$ cat config.mk
export PLATFORM = sky130hd
export DESIGN_NAME = nbc_div
export DESIGN_NICKNAME = d
export VERILOG_FILES = /design/src/hw/rtl/nbc_pkg.sv /design/src/hw/rtl/nbc_div.sv
export SDC_FILE = /design/constraint.sdc
export NUM_CORES = 1
export LEC_CHECK = 0
export BUFFER_PORTS_ARGS = -buffer_cell sky130_fd_sc_hd__buf_2
export CORE_MARGIN = 2
export CORE_UTILIZATION = 53
export CTS_CLUSTER_DIAMETER = 40
export DETAILED_ROUTE_END_ITERATION = 8
export GPL_TIMING_DRIVEN = 0
export PLACE_DENSITY = 0.79
export SYNTH_ARGS = -nofsm -noshare
export SYNTH_HDL_FRONTEND = slang
export SYNTH_SLANG_ARGS = --single-unit
$ cat constraint.sdc
create_clock -name clk -period 2.7 [get_ports clk]
set_clock_uncertainty 0.2 [all_clocks]
set_input_delay 0.405 -clock clk [delete_from_list [all_inputs] [get_ports clk]]
set_output_delay 0.405 -clock clk [all_outputs]
set_load 0.05 [all_outputs]
$ cat src/hw/rtl/nbc_pkg.sv
package nbc_pkg;

  localparam int NEIGHBORS_DEF     = 8;
  localparam int HISTORY_DEPTH_DEF = 16;

  localparam int CFG_IW = 3;
  localparam int CFG_DW = 16;

  localparam logic [CFG_IW-1:0] REG_STABLE_LENGTH   = 3'd0;
  localparam logic [CFG_IW-1:0] REG_QUIET_THRESHOLD = 3'd1;
  localparam logic [CFG_IW-1:0] REG_BASE_LEVEL_X    = 3'd2;
  localparam logic [CFG_IW-1:0] REG_BASE_LEVEL_Y    = 3'd3;
  localparam logic [CFG_IW-1:0] REG_BASE_LEVEL_Z    = 3'd4;

  localparam logic [4:0] STABLE_LENGTH_RST = 5'd8;

  localparam logic REQ_REPORT = 1'b0;
  localparam logic REQ_TICK   = 1'b1;

  localparam logic [15:0] VAL_MAX = 16'hFFFF;

  typedef struct packed {
    logic               req_type;
    logic [2:0]         neighbor_index;
    logic [15:0]        neighbor_state;
    logic [15:0]        neighbor_value;
    logic signed [15:0] axis_x;
    logic signed [15:0] axis_y;
    logic signed [15:0] axis_z;
    logic [15:0]        magnitude;
  } in_word_t;

  typedef struct packed {
    logic signed [15:0] background_x;
    logic signed [15:0] background_y;
    logic signed [15:0] background_z;
  } out_word_t;

  typedef enum logic [3:0] {
    ST_CLEAR,
    ST_IDLE,
    ST_OWR,
    ST_OSCAN,
    ST_CHK,
    ST_MEAN,
    ST_BASE,
    ST_NSEL,
    ST_NSCAN,
    ST_NAPPLY,
    ST_FIN,
    ST_DONE
  } state_t;

endpackage

$ cat src/hw/rtl/nbc_div.sv
module nbc_div #(
  parameter int SW = 21,
  parameter int LW = 5
) (
  input  logic          clk,
  input  logic          rst_n,
  input  logic          start,
  input  logic [SW-1:0] dividend,
  input  logic [LW-1:0] divisor,
  output logic          done,
  output logic [15:0]   quotient
);
  import nbc_pkg::*;

  localparam int CW = $clog2(SW);

  logic          busy_r, busy_nxt;
  logic          done_r, done_nxt;
  logic [CW-1:0] cnt_r, cnt_nxt;
  logic [LW-1:0] rem_r, rem_nxt;
  logic [SW-1:0] q_r, q_nxt;
  logic [LW-1:0] dvs_r, dvs_nxt;
  logic [LW:0]   trial;

  always_comb begin
    busy_nxt = busy_r;
    done_nxt = 1'b0;
    cnt_nxt  = cnt_r;
    rem_nxt  = rem_r;
    q_nxt    = q_r;
    dvs_nxt  = dvs_r;
    trial    = {rem_r, q_r[SW-1]};
    if (start) begin
      busy_nxt = 1'b1;
      cnt_nxt  = '0;
      rem_nxt  = '0;
      q_nxt    = dividend;
      dvs_nxt  = divisor;
    end else if (busy_r) begin
      // one restoring step per cycle
      if (trial >= {1'b0, dvs_r}) begin
        rem_nxt = LW'(trial - {1'b0, dvs_r});
        q_nxt   = {q_r[SW-2:0], 1'b1};
      end else begin
        rem_nxt = trial[LW-1:0];
        q_nxt   = {q_r[SW-2:0], 1'b0};
      end
      cnt_nxt = cnt_r + 1'b1;
      if (cnt_r == CW'(SW - 1)) begin
        busy_nxt = 1'b0;
        done_nxt = 1'b1;
      end
    end
  end

  always_ff @(posedge clk) begin
    if (!rst_n) begin
      busy_r <= 1'b0;
      done_r <= 1'b0;
    end else begin
      busy_r <= busy_nxt;
      done_r <= done_nxt;
    end
    cnt_r <= cnt_nxt;
    rem_r <= rem_nxt;
    q_r   <= q_nxt;
    dvs_r <= dvs_nxt;
  end

  assign done     = done_r;
  assign quotient = q_r[15:0];

endmodule
# After elaboration in Yosys (flattened, before gate mapping)
# Index checks and enable logic that the tools add are counted.
# Widths: inputs -> output; s select.
[totals]
ff_bits = 38
inputBits = 29
out_inout_bits = 17
[op_classes]
n_addsub = 2
n_lt_le_gt_ge = 1
n_eq_ne = 1
muxes = 8
n_bitwise = 2
n_reduce_logical = 2
[ops]
columns = ["cell", "count"]
rows = [
  ["$mux 21", 2],
  ["$ge 6x5->1", 1],
  ["$add 5x1->5 const B", 1],
  ["$eq 5x5->1 const B", 1],
  ["$mux 1", 5],
  ["$mux 5", 1],
  ["$sub 5x5->5", 1],
  ["$reduce_or 3->1", 1],
  ["$not 1->1", 2],
  ["$reduce_bool 2->1", 1],
]

# Longest topological paths before layout
# Gate-level depths: netlist (run 1).
[logic_depth]
word_depth = 4
ltp_mapped = 8

# Worst setup path before layout (run 1)
# No wires, ideal clock.
[synth_timing]
kind = "register -> register"
start = "register q_r[20]"
end = "register rem_r[2]"
arrival_ns = 2.011
t_required_ns = 2.405
slack_ns = 0.393
stages_incl_launch_ff = 9
path_buffers = 0
synth_period_minus_slack_ns = 2.307
path_cell_list = "edfxtp_1 -> inv_1 -> ha_1 -> inv_1 -> fa_1 -> a211o_1 -> o211a_1 -> or4_1 -> o311ai_1"
[synth_between]
elab_chain_cells = 2
elab_cells_between_ends = 3
classes_between = "add/sub (1); order compare (1); mux (1)"
[synth_lines]
columns = ["element", "line", "rtl"]
rows = [
  ["start, declared", "nbc_div.sv:21", "logic [SW-1:0] q_r, q_nxt;"],
  ["start signal, assigned", "nbc_div.sv:66", "q_r <= q_nxt;"],
  ["$sub 5x5->5 or $ge 6x5->1 (tied branches)", "nbc_div.sv:42, nbc_div.sv:41", ""],
  ["$mux 5 (*)", "nbc_div.sv:41", "if (trial >= {1'b0, dvs_r}) begin"],
  ["end signal, assigned", "nbc_div.sv:65", "rem_r <= rem_nxt;"],
  ["end, declared", "nbc_div.sv:20", "logic [LW-1:0] rem_r, rem_nxt;"],
]
# Every way passes the cells marked *; elsewhere a longest branch is shown, timed or not.
# A chain may end at the register's enable or synchronous reset.

# Worst setup path after layout (run 1)
# Same ends and word-level chain as after synthesis.

==> impl_metrics.tcl, run 1 <==
set metrics [dict create \
    cts_root_buffer "clkbuf_4" \
    diodes 0 \
    synth_area_leaders "edfxtp_1, dfxtp_1, mux2_2, buf_4, ha_1" \
    synth_xor_area_frac 0.0276 \
    num_rows 21 \
    avgRoutedWirePerCell_um 12.3 \
    min_path_cells 1 \
    dr.pass1.iters 4 \
    synthMuxAreaShare 0.124 \
    seq_area_frac_synth 0.536 \
    syn_avg_cell_area_um2 12.3 \
    rsz0062_at_grt "no" \
    syn_area_mm2 0.00190 \
    start_util 0.562 \
    synth_edf_count 26 \
    async_flop_share 0 \
    setup_tns_ns 0 \
    drc 0 \
    synth_compound_area_frac 0.0742 \
    cts_tree "yes" \
    avgViaCountPerCell 5.06 \
    yosysUniqueCellTypes 41 \
    netlist_top_cells_count "edfxtp_1, mux2_2, buf_4" \
    critPathKind "reg -> reg" \
    worstRegToRegCells 8 \
    routed_wl_um 3140 \
    nets 244 \
    hp-class "in -> reg" \
    drv_cap 0 \
    drt_iter0_markers 30 \
    power_leakage_nw 0.969 \
    track_usage 0.173 \
    synth_nets 192 \
    grt_overflow 0 \
    yosys.area.top_type "edfxtp_1" \
    synth-seq-cells 38 \
    timing.rr.start "q_r[20]$_DFFE_PP_" \
    antenna_found_initial 0 \
    grt_max_degree 23 \
    antenna_left 0 \
    cts-resized-gates 0 \
    pin_count 46 \
    vias 1284 \
    fmax_mhz 396 \
    cts_setup_buffers 0 \
    peakVddDrop_v 0.000339 \
    dpl.hpwl_um 2430 \
    worst_slew_pin_slew_ns 0.516 \
    synth_top_area_frac 0.410 \
    layout-drive-gt1-share 0.438 \
    relSlewSlack 0.656 \
    setup_violations 0 \
    synthCells 155 \
    synthAdderAreaFrac 0.0565 \
    grt_pass1_vias 1261 \
    outcome "finished clean" \
    synth-simple-area-share 0.0887 \
    place.gp.congestion 0.788 \
    clock-sinks 38 \
    core_mm2 0.00339 \
    die-height_um 63.9 \
    min_from "divisor[4]" \
    hold_viol_final 0 \
    total_power_w 0.00132 \
    p_per_area_mw_per_mm2 590 \
    worst_skew_pair.late_latency_ns 0.32 \
    die_w_um 63.9 \
    min_period_ns 2.52 \
    synth-main-ff-cell "edfxtp_1" \
    cts_inserted_buffers 5 \
    slew_viol_final 0 \
    dieArea_mm2 0.00409 \
    io_buffers 45 \
    crit_required_ns 2.73 \
    grt_pass1_wl_um 5460 \
    endpoint_kind "register" \
    cp_max_fo 4 \
    clk_pin_slew_ns 0.09 \
    synth_top_family_by_area "multiplexers" \
    area_growth_pct 17.4 \
    critPathLaunchType "register" \
    yosys_warnings 0 \
    cp-startpoint "q_r[20]$_DFFE_PP_" \
    ctsLongestPathBuffers 2 \
    post-synth-top-count-cell "edfxtp_1" \
    htree_levels 2 \
    cts_hold_buf 0 \
    fin_crit_sh 0.934 \
    critical_path_arrival_ns 2.56 \
]
-- flip-flops by register name, summed over array words and instances (netlist names) --
register	flops
rem_r	5
busy_r	1
dvs_r	5
done	1
cnt_r	5
q_r	21
-- report_power, final --
group	total, W	internal, W	leakage, nW	switching (W)
Clock	0.000262	0.000104	0.0265	0.000158
Sequential	0.000711	0.000684	0.358	0.0000268
Combinational	0.000347	0.000144	0.584	0.000203
Total	0.00132	0.000931	0.969	0.000388
-- path summary, 6_finish.rpt --
| path | endpoint | slack, ns |
|---|---|---|
| max | rem_r[2]$_SDFFE_PP0P_ | 0.18 |
| min | dvs_r[4]$_DFFE_PP_ | 0.05 |
| max reg2reg | rem_r[2]$_SDFFE_PP0P_ | 0.18 |
| min reg2reg | done$_SDFF_PP0_ | 0.31 |
-- worst max-delay path: stages (launching register included) --
cell and delay [ns]:
edfxtp_1 0.43, inv_1 0.08, ha_1 0.16, inv_1 0.05
fa_1 0.43, a211o_1 0.30, o211a_1 0.17, or4_1 0.51
o311ai_1 0.10
-- routing by layer --
layer / global-route usage / routed length (um)
met1: 0.214 / 1360
met2: 0.277 / 1530
met3: 0.0616 / 191
met4: 0.0625 / 54
met5: 0 / 0
-- layout make-up --
cell class	count	area (um2)
Buffer	22	144
Clock buffer	8	48.8
Fill cell	270	1150
Inverter	9	33.8
Multi-Input combinational cell	86	706
Sequential cell	38	1020
Tap cell	46	57.6
Timing Repair Buffer	45	225
-- per-stage QoR --
stage | util | hold WS (ns) | area [um2] | setup slack (ns) | instances
6_report | 0.660 | 0.0488 | 2240 | 0.177 | 254
5_1_grt | 0.660 | 0.00743 | 2240 | 0.0535 | 254
4_1_cts | 0.660 | 0.0368 | 2240 | 0.195 | 254
3_5_place_dp | 0.645 | 0.299 | 2190 | 0.241 | 246
3_3_place_gp | 0.645 | 0.286 | 2190 | 0.274 | 246
2_1_floorplan | - | 0.267 | 1900 | 0.393 | 155
-- cells in the final DEF, fill, tap and decap left out, types with 2 or more instances in the layout --
| cell type | count |
|---|---|
| nor2_1 | 11 |
| edfxtp_1 | 26 |
| nand4_1 | 2 |
| clkbuf_1 | 5 |
| ha_1 | 7 |
| dfxtp_1 | 12 |
| a311oi_1 | 2 |
| nand2_1 | 6 |
| nand3_1 | 2 |
| xnor2_1 | 3 |
| buf_1 | 3 |
| a21oi_1 | 4 |
| mux2_2 | 20 |
| a211o_1 | 2 |
| clkbuf_4 | 5 |
| inv_1 | 9 |
| buf_2 | 46 |
| a211oi_1 | 2 |
| buf_4 | 16 |
| xor2_1 | 3 |
-- kinds of logic after synthesis --
group                    count (synthesis)
adder cells (fa/ha/maj)                  8
AO/OA/AOI/OAI                           19
buffers and inverters                   31
multiplexers                            21
AND/OR/NAND/NOR                         32
flip-flops                              38
XOR/XNOR                                 6
No activity file was read; power rests on OpenSTA's default activity.
==> run 2: changes to the inputs <==
--- a/config.mk
+++ b/config.mk
@@ -10,8 +10,7 @@
 export CORE_UTILIZATION = 53
 export CTS_CLUSTER_DIAMETER = 40
 export DETAILED_ROUTE_END_ITERATION = 8
-export GPL_TIMING_DRIVEN = 0
-export PLACE_DENSITY = 0.79
+export PLACE_DENSITY = 0.77
 export SYNTH_ARGS = -nofsm -noshare
 export SYNTH_HDL_FRONTEND = slang
 export SYNTH_SLANG_ARGS = --single-unit
==> impl_metrics.tcl, run 2 (synthesis gave the netlist of run 1 again) <==
set metrics [dict create \
    fin_area_mm2 0.00213 \
    cts_inserted_buffers 5 \
    critPathKind "reg -> reg" \
    htree_levels 2 \
    dieArea_mm2 0.00409 \
    grtUsageMet1 0.202 \
    p_seq_frac 0.512 \
    gr-usage-met3 0.0546 \
    core_mm2 0.00339 \
    start_util 0.562 \
    layout-drive-gt1-share 0.417 \
    routed_wl_um 3170 \
    cts_setup_buffers 0 \
    critPathMostFrequentCell "inv_1" \
    p_switching_w 0.000405 \
    final_cell_mix "buf_2, edfxtp_1, mux2_2, dfxtp_1, nor2_1" \
    grt-busiest-layer "met2" \
    num_rows 21 \
    place.gp.congestion 0.796 \
    fin_crit_sh 0.915 \
    nets 223 \
    io_buffers 45 \
    cts_root_buffer "clkbuf_4" \
    die_w_um 63.9 \
    min_from "divisor[4]" \
    drt_iter0_markers 50 \
    clock-sinks 38 \
    outcome "finished clean" \
    die-height_um 63.9 \
    hold_viol_final 0 \
    netSwitchingFraction 0.291 \
    critPathSlowestCell "or4_1" \
    p_per_area_mw_per_mm2 656 \
    cp_cell_sequence "inv_1, ha_1, inv_1, fa_1, a211o_1, o211a_1, or4_1, o311ai_1" \
    area_growth_pct 11.8 \
    ctsLongestPathBuffers 2 \
    track_usage 0.173 \
    min_period_ns 2.47 \
    clkPwrFrac 0.267 \
    grt_pass1_wl_um 5340 \
    pin_count 46 \
    final_common_cell "buf_2" \
    clk_pin_slew_ns 0.11 \
    crit_family "compound AO/OA/AOI/OAI gates" \
    cp_slowest_stage_delay_ns 0.51 \
    fmax_mhz 405 \
    diodes 0 \
    slew_viol_final 0 \
    dr.pass1.iters 5 \
    antenna_left 0 \
    grt_pass1_vias 1222 \
    drv_cap 0 \
    cts_tree "yes" \
    avgViaCountPerCell 5.16 \
    dpl.hpwl_um 2380 \
    setup_violations 0 \
    worst_skew_pair.late_latency_ns 0.35 \
    antenna_found_initial 0 \
    path_buf_inv 2 \
    largest_register_ffs 21 \
    timing.rr.start "q_r[20]$_DFFE_PP_" \
    endpoint_kind "register" \
    relSlewSlack 0.588 \
    critPathLaunchType "register" \
    cp_max_fo 4 \
    worst_slew_pin_slew_ns 0.617 \
    peakVddDrop_v 0.000367 \
    cp-startpoint "q_r[20]$_DFFE_PP_" \
    rsz0062_at_grt "no" \
    setup_tns_ns 0 \
    grt_max_degree 28 \
    postPlaceCellArea_mm2 0.00205 \
    vias 1202 \
    hp-class "in -> reg" \
    crit_required_ns 2.75 \
    largest_register "q_r" \
    drc 0 \
    avgRoutedWirePerCell_um 13.6 \
    met2_usage 0.289 \
    critical_path_arrival_ns 2.52 \
    cts_hold_buf 0 \
    p_int_w 0.000990 \
    grt_overflow 0 \
    power_leakage_nw 0.905 \
    cts-resized-gates 0 \
    pwr-share-comb 0.221 \
]
-- run 2: cell types whose count changed in the layout (fill, tap and decap cells not counted), sizes merged --
cell / previous run / this run
buf: 65 / 46
bufinv: 0 / 1
clkbuf: 10 / 5
clkinv: 0 / 2
-- run 2: path summary, 6_finish.rpt --
kind,to,slack [ns],cells after the start
min reg2reg,rem_r[1]$_SDFFE_PP0P_,0.31,2
max reg2reg,rem_r[2]$_SDFFE_PP0P_,0.23,8
min,dvs_r[4]$_DFFE_PP_,0.03,1
max,rem_r[2]$_SDFFE_PP0P_,0.23,8
-- run 2: layout make-up --
cell class | count | area [um2]
multi-input cells | 86 | 706
flip-flops and latches | 38 | 1020
repair buffers | 46 | 233
clock buffers | 5 | 37.5
well taps | 46 | 57.6
inverters | 9 | 33.8
fillers | 284 | 1260
clock inverters | 3 | 40.0
-- run 2: power groups by stage --
| stage | Combinational [W] | Sequential, W | Clock (W) |
|---|---|---|---|
| final | 0.000308 | 0.000714 | 0.000373 |
| after global routing | 0.000335 | 0.000724 | 0.000412 |
| after CTS | 0.000310 | 0.000716 | 0.000385 |
| after detailed placement | 0.000309 | 0.000729 | 0 |
| after global placement | 0.000299 | 0.000725 | 0 |
| after floorplan | 0.000275 | 0.000716 | 0 |
-- run 2: worst reg2reg max path, cell delays in order (launching register included) --
cell and delay (ns):
edfxtp_1 0.40, inv_1 0.07, ha_1 0.14, inv_1 0.05, fa_1 0.42, a211o_1 0.30
o211a_1 0.17, or4_1 0.51, o311ai_1 0.11
-- run 2: stage by stage --
step | setup slack, ns | total power [W] | hold slack (ns) | std cells | utilization
after global routing | 0.101 | 0.00147 | 0.00167 | 233 | 0.628
after floorplan | 0.393 | 0.000991 | 0.267 | 155 | -
final | 0.230 | 0.00140 | 0.0305 | 233 | 0.628
after detailed placement | 0.260 | 0.00104 | 0.306 | 225 | 0.605
after CTS | 0.242 | 0.00141 | 0.0202 | 233 | 0.628
after global placement | 0.347 | 0.00102 | 0.291 | 225 | 0.605
-- run 2: layer usage --
metal,share of wire,vias up
li1,-,608
met1,0.43,551
met2,0.49,35
met3,0.055,8
met4,0.019,0
met5,0,-
==> run 3: changes to the inputs <==
--- a/config.mk
+++ b/config.mk
@@ -11,6 +11,7 @@
 export CTS_CLUSTER_DIAMETER = 40
 export DETAILED_ROUTE_END_ITERATION = 8
 export PLACE_DENSITY = 0.77
+export REMOVE_ABC_BUFFERS = 1
 export SYNTH_ARGS = -nofsm -noshare
 export SYNTH_HDL_FRONTEND = slang
 export SYNTH_SLANG_ARGS = --single-unit
==> constraint.sdc (replaced) <==
create_clock -name clk -period 2.5 [get_ports clk]
set_clock_uncertainty 0.2 [all_clocks]
set_input_delay 0.375 -clock clk [delete_from_list [all_inputs] [get_ports clk]]
set_output_delay 0.375 -clock clk [all_outputs]
set_load 0.05 [all_outputs]
==> impl_metrics.tcl, run 3 (synthesis gave the netlist of run 1 again) <==
set metrics [dict create \
    drv_cap 0 \
    ctsLongestPathBuffers 2 \
    hold_viol_final 0 \
    path_buf_inv 2 \
    cp-startpoint "q_r[20]$_DFFE_PP_" \
    cp_max_fo 3 \
    clk_pin_slew_ns 0.12 \
    io_buffers 45 \
    largest_register_ffs 21 \
    slew_viol_final 0 \
    core_mm2 0.00339 \
    final_common_cell "buf_2" \
    critPathLaunchType "register" \
    final_cell_mix "buf_2, edfxtp_1, mux2_2, dfxtp_1, nor2_1" \
    start_util 0.562 \
    dpl.hpwl_um 2420 \
    cp_cell_sequence "inv_1, ha_1, inv_1, fa_2, a211o_1, o211a_1, or4_1, o311ai_1" \
    avgRoutedWirePerCell_um 14.5 \
    endpoint "rem_r[2]$_SDFFE_PP0P_" \
    endpoint_kind "register" \
    grt_overflow 0 \
    grt_pass1_wl_um 5660 \
    worst_slew_pin_slew_ns 0.621 \
    cts_inserted_buffers 5 \
    die_w_um 63.9 \
    drt_iter0_markers 128 \
    dr.pass1.iters 4 \
    place.gp.congestion 0.878 \
    clock-sinks 38 \
    setup_violations 0 \
    nets 231 \
    power_leakage_nw 0.925 \
    path_depth 8 \
    fillers 262 \
    antenna_found_initial 0 \
    min_period_ns 2.42 \
    grt_max_degree 35 \
    peakVddDrop_v 0.000411 \
    total_power_w 0.00143 \
    cp_slowest_stage_delay_ns 0.50 \
    crit_family "compound AO/OA/AOI/OAI gates" \
    hp-class "in -> reg" \
    track_usage 0.181 \
    timing.rr.start "q_r[20]$_DFFE_PP_" \
    layout_setup_ws_ns 0.0800 \
    outcome "finished clean" \
    rsz0062_at_grt "no" \
    worst_skew_pair.late_latency_ns 0.35 \
    setup_tns_ns 0 \
    critPathKind "reg -> reg" \
    cts_root_buffer "clkbuf_4" \
    crit_required_ns 2.56 \
    fmax_mhz 413 \
    p_per_area_mw_per_mm2 659 \
    antenna_left 0 \
    die-height_um 63.9 \
    relSlewSlack 0.583 \
    dieArea_mm2 0.00409 \
    critPathMostFrequentCell "inv_1" \
    diodes 0 \
    htree_levels 2 \
    fin_crit_sh 0.968 \
    num_rows 21 \
    critPathSlowestCell "or4_1" \
    reg2reg_slack_ns 0.08 \
    area_growth_pct 14.3 \
    routed_wl_um 3480 \
    cts_tree "yes" \
    worstRegToRegCells 8 \
    reg2reg_to "rem_r[2]$_SDFFE_PP0P_" \
    critical_path_arrival_ns 2.48 \
    layout-drive-gt1-share 0.410 \
    vias 1275 \
    pin_count 46 \
    avgViaCountPerCell 5.29 \
    drc 0 \
    grt_pass1_vias 1283 \
    pre_cts_slack_ns 0.0502 \
    largest_register "q_r" \
]
## run 3: changes by cell type in the layout (fill, tap and decap cells not counted), sizes merged
cell	previous run	this run
dlygate4sd3	0	5
buf	46	49
clkbuf	5	6
bufinv	1	0
## run 3: worst min-delay path: cells and delay by family
| family | cells | cell delay [ns] |
|---|---|---|
| and+or+nand+nor | 2 | 0.10 |
| buffers and inverters | 1 | 0.10 |
## run 3: metal layers
layer,global-route usage,part of all wire
met1,0.221,0.42
met2,0.298,0.52
met3,0.0405,0.044
met4,0.0951,0.020
met5,0,0
## run 3: worst min path at each step
stage	cells after the start	to	start	slack, ns
2_1_floorplan	1	rem_r[0]$_SDFFE_PP0P_	start	0.25
3_3_place_gp	2	rem_r[1]$_SDFFE_PP0P_	rem_r[1]$_SDFFE_PP0P_	0.29
3_5_place_dp	2	cnt_r[4]$_SDFFE_PP0P_	cnt_r[4]$_SDFFE_PP0P_	0.31
4_1_cts	1	dvs_r[2]$_DFFE_PP_	divisor[2]	0.005
5_1_grt	3	done$_SDFF_PP0_	rst_n	0.06
6_report	3	done$_SDFF_PP0_	rst_n	0.07
## run 3: through the flow
step / instances / hold slack, ns / area [um2] / utilization
floorplan: 133 / 0.247 / 1760 / -
global placement: 226 / 0.290 / 2060 / 0.607
detailed placement: 226 / 0.310 / 2060 / 0.607
CTS: 238 / 0.00469 / 2150 / 0.634
global route: 241 / 0.0648 / 2180 / 0.642
finish: 241 / 0.0712 / 2180 / 0.642
## run 3: where the power goes
part	internal [W]	leakage, nW	switching [W]
combinational	0.000134	0.537	0.000216
clock	0.000106	0.0297	0.000205
sequential	0.000738	0.358	0.0000344
total	0.000979	0.925	0.000455
## run 3: timing repair
action,4_1_cts,5_1_grt
setup buffers,0,2
resized for setup,0,1
endpoints found under the setup margin,0,1
hold buffers,4,1
endpoints found under the hold margin,4,1
## run 3: cell type report
| class | count | area [um2] | area share |
|---|---|---|---|
| Clock buffer | 6 | 41.3 | 0.0190 |
| Clock inverter | 2 | 8.76 | 0.00403 |
| Inverter | 9 | 33.8 | 0.0155 |
| Multi-Input combinational cell | 86 | 708 | 0.325 |
| Sequential cell | 38 | 1020 | 0.469 |
| Tap cell | 46 | 57.6 | 0.0265 |
| Timing Repair Buffer | 54 | 305 | 0.140 |
